===== src/hw/rtl/csot_pkg.sv =====
`default_nettype none

package csot_pkg;

  // Quotient fraction bits of the projection parameter t
  localparam int unsigned T_BITS = 16;

  // Coordinate and derived widths
  localparam int unsigned CRD_W = 32;              // Q16.16 coordinate
  localparam int unsigned RAD_W = 31;              // unsigned radius
  localparam int unsigned DIF_W = CRD_W + 1;       // difference of two coordinates
  localparam int unsigned PRD_W = 2 * DIF_W;       // signed product of two differences
  localparam int unsigned SQ_W  = 2 * CRD_W + 1;   // square of a difference
  localparam int unsigned NUM_W = PRD_W + 1;       // sum of three products
  localparam int unsigned DEN_W = SQ_W + 1;        // sum of three squares
  localparam int unsigned REM_W = DEN_W;           // divider remainder
  localparam int unsigned TQ_W  = T_BITS + 1;      // t in 0..1, inclusive
  localparam int unsigned OFF_W = TQ_W + 1 + DIF_W; // t times a difference
  localparam int unsigned RSUM_W = RAD_W + 1;      // sum of both radii
  localparam int unsigned RSQ_W  = 2 * RSUM_W;
  localparam int unsigned DST_W  = SQ_W + 2;       // sum of three squared distances

  // Configuration port
  localparam int unsigned CFG_IDX_W = 3;
  localparam int unsigned CFG_DAT_W = CRD_W;

  localparam logic [CFG_IDX_W-1:0] REG_BASE_X = 3'd0;
  localparam logic [CFG_IDX_W-1:0] REG_BASE_Y = 3'd1;
  localparam logic [CFG_IDX_W-1:0] REG_BASE_Z = 3'd2;
  localparam logic [CFG_IDX_W-1:0] REG_TOP_X  = 3'd3;
  localparam logic [CFG_IDX_W-1:0] REG_TOP_Y  = 3'd4;
  localparam logic [CFG_IDX_W-1:0] REG_TOP_Z  = 3'd5;
  localparam logic [CFG_IDX_W-1:0] REG_CAP_R  = 3'd6;

  // Pipeline depth: three front stages, setup, T_BITS divide steps,
  // offset product, difference, squares, result
  localparam int unsigned N_STG = T_BITS + 8;

  typedef struct packed {
    logic [2:0][DIF_W-1:0] w;
    logic [2:0][DIF_W-1:0] d;
    logic [RSUM_W-1:0]     rsum;
  } stg_a_t;

  typedef struct packed {
    logic [2:0][PRD_W-1:0] pw;
    logic [2:0][SQ_W-1:0]  dd;
    logic [2:0][DIF_W-1:0] w;
    logic [2:0][DIF_W-1:0] d;
    logic [RSUM_W-1:0]     rsum;
  } stg_b_t;

  typedef struct packed {
    logic [NUM_W-1:0]      num;
    logic [DEN_W-1:0]      den;
    logic [2:0][DIF_W-1:0] w;
    logic [2:0][DIF_W-1:0] d;
    logic [RSUM_W-1:0]     rsum;
  } stg_c_t;

  typedef struct packed {
    logic [REM_W-1:0]      rem;
    logic [DEN_W-1:0]      den;
    logic [T_BITS-1:0]     q;
    logic                  zero;
    logic                  one;
    logic [2:0][DIF_W-1:0] w;
    logic [2:0][DIF_W-1:0] d;
    logic [RSUM_W-1:0]     rsum;
  } stg_div_t;

  typedef struct packed {
    logic [2:0][OFF_W-1:0] prod;
    logic [2:0][DIF_W-1:0] w;
    logic [RSUM_W-1:0]     rsum;
  } stg_e_t;

  typedef struct packed {
    logic [2:0][DIF_W-1:0] diff;
    logic [RSUM_W-1:0]     rsum;
  } stg_g_t;

  typedef struct packed {
    logic [2:0][SQ_W-1:0] sq;
    logic [RSQ_W-1:0]     rsq;
  } stg_h_t;

endpackage

`default_nettype wire


===== src/hw/rtl/csot_div_step.sv =====
`default_nettype none

// One restoring division step: shift the remainder, subtract the divisor
// when it fits, and append the quotient bit.
module csot_div_step
  import csot_pkg::*;
(
  input  wire logic [REM_W-1:0]  rem_i,
  input  wire logic [DEN_W-1:0]  den_i,
  input  wire logic [T_BITS-1:0] q_i,
  output logic      [REM_W-1:0]  rem_o,
  output logic      [T_BITS-1:0] q_o
);

  logic [REM_W:0] rem2;
  logic [REM_W:0] diff;
  logic           fits;

  always_comb begin
    rem2 = {rem_i, 1'b0};
    diff = rem2 - {1'b0, den_i};
    fits = (rem2 >= {1'b0, den_i});
    rem_o = fits ? diff[REM_W-1:0] : rem2[REM_W-1:0];
    q_o   = {q_i[T_BITS-2:0], fits};
  end

endmodule

`default_nettype wire


===== config.mk =====
export PLATFORM = sky130hd
export DESIGN_NAME = csot_div_step
export DESIGN_NICKNAME = d
export VERILOG_FILES = /design/src/hw/rtl/csot_pkg.sv /design/src/hw/rtl/csot_div_step.sv
export SDC_FILE = /design/constraint.sdc
export NUM_CORES = 1
export LEC_CHECK = 0
export BUFFER_PORTS_ARGS = -buffer_cell sky130_fd_sc_hd__clkbuf_2
export CORE_MARGIN = 3
export CORE_UTILIZATION = 45
export DETAILED_ROUTE_END_ITERATION = 6
export GPL_TIMING_DRIVEN = 0
export PLACE_DENSITY = 0.87
export SLEW_MARGIN = 20
export SYNTH_ARGS = -nofsm -noshare
export SYNTH_HDL_FRONTEND = slang
export SYNTH_SLANG_ARGS = --single-unit

===== constraint.sdc =====
create_clock -name vclk -period 4.7
set_input_delay 0.705 -clock vclk [all_inputs]
set_output_delay 0.705 -clock vclk [all_outputs]
set_load 0.1 [all_outputs]

### After elaboration in Yosys (flattened, before gate mapping)

Cells that the tools add are included.
Widths: inputs -> output; s select.

| operators by class | value |
|---|---|
| $add $sub $neg | 1 |
| $lt $le $gt $ge | 1 |
| muxes and demuxes | 1 |

Operators by type and width:

| operator | number |
|---|---|
| $ge 67x66->1 | 1 |
| $mux 66 | 1 |
| $sub 66x66->66 | 1 |

| storage, ports and cells | value |
|---|---|
| register bits | 0 |
| output and inout port bits | 82 |

### Longest topological paths before layout

Gate-level depths: netlist (run 1).

| depth | value |
|---|---|
| word-level depth | 2 |
| mapped depth | 16 |
| depth with buffers taken out | 13 |

### Worst setup path before layout (run 1)

No wires, ideal clock.

| timing | value |
|---|---|
| path type | input -> output |
| start point | input den_i[34] |
| end point | output rem_o[61] |
| arrival time | 5.273 ns |
| data required time | 3.995 ns |
| path slack | -1.278 ns |
| cell stages on the path | 14 |
| buffers on the path | 1 |
| path through | inv_1 ha_1 nand2_1 or4_1 nand3b_4 a21oi_2 nor3_2 a2111oi_4 nor2_1 o31a_1 inv_2 buf_6 nor2_1 a211oi_1 |

| on the way | value |
|---|---|
| cells in the longest elaborated chain, start to end | 2 |
| elaborated cells between the ends (all ways) | 3 |

Ends and longest elaborated chain:

| what | RTL line | text |
|---|---|---|
| start, declared | csot_div_step.sv:9 | `input wire logic [DEN_W-1:0] den_i,` |
| $sub 66x66->66 / $ge 67x66->1 (equally long branches) | csot_div_step.sv:21, csot_div_step.sv:22 |  |
| $mux 66 (*) | csot_div_step.sv:23 | `rem_o = fits ? diff[REM_W-1:0] : rem2[REM_W-1:0];` |
| end, declared | csot_div_step.sv:11 | `output logic [REM_W-1:0] rem_o,` |

Mark *: on every way between the ends. The rest lies on a longest branch, timed or not.

### Worst setup path in the final report (run 1)

| timing | value |
|---|---|
| start point | input den_i[15] |
| end point | output rem_o[32] |

The elaborated chain is that of the path after synthesis.

==> results of run 1 <==
routing by layer:
metal  GRT usage [%]  vias to the layer above
met2           46.88                      517
met4           9.813                        0
met5               0                        -
met1           34.87                     3306
li1                -                     3378
met3           2.500                      125
logic make-up after synthesis:
family                     Yosys count  share of synthesized area, %
buffers and inverters              132                         12.01
xor gates and xnor gates            55                         9.551
and+or+nand+nor                    257                         23.82
AOI/OAI and AO/OA                  305                         37.66
muxes                                1                        0.1985
adders and majority gates           67                         16.77
layout by cell type, fill, tap and decap left out, types with 7 or more instances in the layout:
cell       netlist  layout
clkbuf_8         0      10
inv_1           80      72
nand2_1         93      85
nor2_2           0      17
a21oi_1        123      80
a21o_1          34      34
xnor2_1         33      33
and3_1           7       7
buf_4           20      59
o21ai_1          1      15
clkbuf_1        18      10
inv_2            1       9
ha_1            66      42
xor2_1          22      22
o21ai_0         69      52
clkbuf_4         0       8
clkbuf_2         0     135
o21bai_1        13      13
ha_4             0      18
nand4_1         16      16
nor3_1          10      10
buf_6            3      27
buf_8            0      18
clkbuf_16        0      10
nor2_1          87      67
a21oi_2          1      43
buf_12           0      20
metrics by stage:
stage | power, mW | instances | hold WS [ns]
finish | 2.433 | 1203 | 1.813
global route | 2.521 | 1203 | 1.840
CTS | 2.143 | 1173 | 1.816
detailed placement | 1.940 | 1171 | 1.872
global placement | 1.927 | 1171 | 1.872
floorplan | 1.614 | 817 | 1.622
layout make-up:
type	count	share of cell area [%]
well taps	140	2.129
multi-input cells	685	62.83
inverters	81	3.695
plain buffers	47	4.760
repair buffers	250	26.58
power by group:
group | internal, mW | total, mW | switching (mW)
Combinational | 0.796 | 2.43 | 1.64
Clock | 0 | 0 | 0
Sequential | 0 | 0 | 0
final timing paths:
check | to | slack (ns)
worst max-delay path | rem_o[32] | -0.03
worst min-delay path | rem_o[60] | 1.81
worst max-delay path, cell delays in order:
cell	delay, ns
buf_6	0.07
inv_2	0.04
ha_4	0.25
buf_6	0.10
nand4_1	0.17
nor4_4	0.34
buf_4	0.18
nand3b_4	0.08
a21oi_4	0.17
nor3_4	0.06
buf_6	0.15
a2111oi_4	0.34
nor2_2	0.08
o31a_1	0.30
inv_2	0.17
buf_12	0.17
buf_8	0.12
nor2_2	0.04
a21oi_2	0.21
clkbuf_16	0.25
timing repair:
item	CTS	global route
gates resized for setup	146	203
setup endpoints to repair	67	67
pin swaps	5	17
cloned	0	7
buffers inserted	3	27
==> impl_results.md, run 1 <==
- WHS Path Cells: 4
- DR vias/cell: 6.090
- Placed Area: 0.006603 mm2
- Status: finished with violations
- Tmin final: 4.726 ns
- Vias in the first global route: 6293
- 1st-iter DRT viols: 569
- Sequential area share after synthesis: 0%
- Critical path startpoint category: primary input
- Area share of the largest cell type after synthesis: 16.37%
- Synth Cell Area: 0.005044 mm2
- Crit end category: output port
- Synth cell count leaders: 123 x a21oi_1, 93 x nand2_1, 87 x nor2_1, 80 x inv_1, 69 x o21ai_0
- Final TNS setup: -0.05009 ns
- Pins Over Slew Limit: 0
- Hold Fails Final Rpt: 0
- Crit-path max FO: 6
- Pin count of the biggest net entering global routing: 11
- M1 WL: 8.062 mm
- VDD IR max: 284.0 uV
- DRC violations left: 5
- Worst endpoint required time: 3.99 ns
- CLK BUF: 0
- Final wirelength: 22.16 mm
- Final GP Congestion: 0.9761
- Design Area, Final: 0.008228 mm2
- Seq cells: 0
- Layout cells sized above 1: 40.36%
- Most common cell in the netlist: a21oi_1
- Die H: 111.9 um
- Failing checks: design-rule violations, negative setup slack
- First-pass GRT wire length: 29.08 mm
- Worst-Margin Slew: 0.5716 ns
- Routed via count: 7326
- Min-delay src: rem_i[59]
- Initial antenna violation count: 0
- Grt total ovfl: 0
- FMAX: 0.2116 GHz
- Avg Cell Area, Syn: 6.173 um2
- Multi-input gate area: 0.005170 mm2
- Synth Instances: 817
- DIE AREA: 0.01251 mm2
- Worst Setup SP: den_i[15]
- Max-slew headroom: 61.55%
- Nets: 1280
- Ant diodes: 0
- Rows: 38
- I/O Buffers: 214
- RSZ-0062 raised after global routing: yes
- Net Count, Synth: 1032
- Pre-antenna DRT Iters: 7
- Core Util, Final: 75.57%
- Final antenna-violating net count: 0
- Finish-stage setup viols: 5
- Yosys warns: 0
- Area contributors post-synth: ha_1 16%, a21oi_1 12%, nand2_1 6.9%, o21ai_0 6.8%, nor2_1 6.5%
- Initial Utilization: 46.32%
- DR top layer: met4
- Wire length per cell: 18.42 um
- Area grow syn2layout: 63.14%
- Hold Path Class: in2out
- Yosys top cell by area: ha_1
- DP HPWL: 14.71 mm
- Routed length on met3: 2.201 mm
- Tcrit/Tclk final: 100.6%
- Reg area: 0 um2
- # fillers: 754
- Arrival time of the worst setup path: 4.02 ns
- Pwr dens: 295.7 mW/mm2
- Met2 wire len: 10.60 mm
- Max cap viols: 0
- Critical Setup Path Class: in2out
- Post-synth cell types: 64
- Std-Cell Core Area: 0.01089 mm2
- Dpl ws: -0.4956 ns
- LEAKAGE: 3.990 nW
- DIE WIDTH: 111.9 um
- Final setup margin: -0.02587 ns
- Io pins: 230
- Hold Buf Count CTS: 0
- GRT Total Usage: 27.07%
Power figures use the tool's default switching activity.
==> run 2, diff against run 1 <==
SETUP_SLACK_MARGIN = 0.5   (was default)
==> impl_results.md, run 2 (synthesis gave the netlist of run 1 again) <==
- Sw Share: 63.10%
- FMAX: 0.1930 GHz
- Failing checks: design-rule violations, negative setup slack
- Pwr dens: 301.1 mW/mm2
- I/O Buffers: 214
- Layout cells sized above 1: 45.49%
- Nets: 1303
- Max cap viols: 0
- Crit-path max FO: 7
- Reg area: 0 um2
- Clock Power Share: 0%
- Most frequent cells in the layout: 144 x clkbuf_2, 76 x a21oi_1, 73 x inv_1, 68 x nor2_1, 64 x nand2_1
- DIE WIDTH: 111.9 um
- Tmin final: 5.182 ns
- Status: finished with violations
- Critical-path cell list: clkbuf_2 > inv_1 > ha_1 > nand2_1 > nor2_1 > nand3b_4 > a21oi_4 > nor3_4 > a2111oi_4 > nor2_2 > o31a_1 > inv_2 > buf_12 > buf_8 > nor2_1 > a21oi_4 > clkbuf_16
- Initial antenna violation count: 0
- Area grow syn2layout: 94.24%
- Critical path startpoint category: primary input
- Tcrit/Tclk final: 110.3%
- Gate power share: 100.0%
- Crit end category: output port
- DP HPWL: 15.42 mm
- Routed via count: 8258
- Rows: 38
- Final setup margin: -0.4822 ns
- Dpl cells: 1171
- Vias in the first global route: 7404
- DIE AREA: 0.01251 mm2
- Final antenna-violating net count: 0
- Worst-Margin Slew: 0.7442 ns
- Finish-stage setup viols: 67
- DRC violations left: 152
- RSZ-0062 raised after global routing: yes
- DR vias/cell: 6.736
- WHS Path Cells: 4
- CLK BUF: 0
- Wire length per cell: 24.27 um
- Critical Setup Path Class: in2out
- VDD IR max: 274.9 uV
- GRT Total Usage: 33.50%
- Max-slew headroom: 50.21%
- Hold Path Class: in2out
- Worst endpoint required time: 3.99 ns
- Ant diodes: 0
- Io pins: 230
- Std-Cell Core Area: 0.01089 mm2
- 1st-iter DRT viols: 1064
- LEAKAGE: 4.607 nW
- Sequential power share: 0%
- Pint: 1.089 mW
- Initial Utilization: 46.32%
- Pin count of the biggest net entering global routing: 11
- Die H: 111.9 um
- Final wirelength: 29.75 mm
- Arrival time of the worst setup path: 4.48 ns
- Core Util, Final: 89.98%
- # fillers: 445
- Final TNS setup: -23.14 ns
- Psw: 1.862 mW
- Finished Layout Cells: 1226
- Hold Fails Final Rpt: 0
- Final GP Congestion: 0.9921
- Pins Over Slew Limit: 0
- First-pass GRT wire length: 35.45 mm
- Seq cells: 0
- Grt total ovfl: 0
- Critical path's slowest cell: nor2_1
- Most common library cell in the layout ignoring fill and taps: clkbuf_2
- Critical path's largest stage delay: 0.61 ns
- Pre-antenna DRT Iters: 7
## run 2: changes by cell type in the layout (fill, tap and decap cells not counted), moves of 6 or more
cell / before / now
nand2_4: 5 / 21
a21oi_2: 43 / 5
buf_12: 20 / 28
o21ai_4: 0 / 13
buf_8: 18 / 9
clkbuf_4: 8 / 0
clkbuf_2: 135 / 144
buf_6: 27 / 18
o21ai_1: 15 / 6
nand2_1: 85 / 64
nor2_4: 3 / 9
clkbuf_16: 10 / 44
a21oi_4: 1 / 43
nor2_2: 17 / 10
## run 2: worst max-delay path, delay by kind of cell
kind	cells	cell delay [ns]
AOI/OAI and AO/OA	4	1.26
and+or+nand+nor	6	1.18
buffers and inverters	6	0.84
adders and majority gates	1	0.47
## run 2: what timing repair did
| item | CTS | global route |
|---|---|---|
| setup buffers | 19 | 29 |
| pin swaps | 19 | 42 |
| endpoints found under the setup margin | 67 | 67 |
| resized for setup | 244 | 206 |
| hold buffers | 0 | 0 |
| cloned | 4 | 3 |
## run 2: stage by stage
| stage | cell area, um2 | hold WS, ns | worst slack, ns | power (mW) |
|---|---|---|---|---|
| 2_1_floorplan | 5862 | 1.622 | 0.02061 | 1.761 |
| 3_3_place_gp | 7108 | 1.872 | -0.5325 | 2.077 |
| 3_5_place_dp | 7108 | 1.872 | -0.5858 | 2.091 |
| 4_1_cts | 8745 | 1.827 | 0.03290 | 2.581 |
| 5_1_grt | 9797 | 1.825 | -0.4896 | 3.015 |
| 6_report | 9797 | 1.816 | -0.4822 | 2.950 |
## run 2: layer usage
layer	vias to the layer above	part of all wire (%)	GRT usage [%]
met5	-	0	0
met3	339	12	5.924
met4	0	11	16.46
li1	3429	-	-
met1	3683	31	38.44
met2	807	45	59.55
## run 2: path summary, 6_finish.rpt
path                  startpoint        end  slack [ns]
worst max-delay path   den_i[13]   rem_o[3]       -0.48
worst min-delay path   rem_i[15]  rem_o[16]        1.82
## run 2: final cells by class
cell class | instances | area [um2] | area share [%]
Multi-Input combinational cell | 685 | 5897 | 60.19
Timing Repair Buffer | 269 | 2910 | 29.71
Buffer | 51 | 508.0 | 5.185
Inverter | 81 | 306.5 | 3.129
Tap cell | 140 | 175.2 | 1.788
## run 2: power by group through the flow
stage	registers, mW	logic, mW	clock network (mW)
finish	0	2.95	0
global route	0	3.02	0
CTS	0	2.58	0
detailed placement	0	2.09	0
global placement	0	2.08	0
floorplan	0	1.76	0
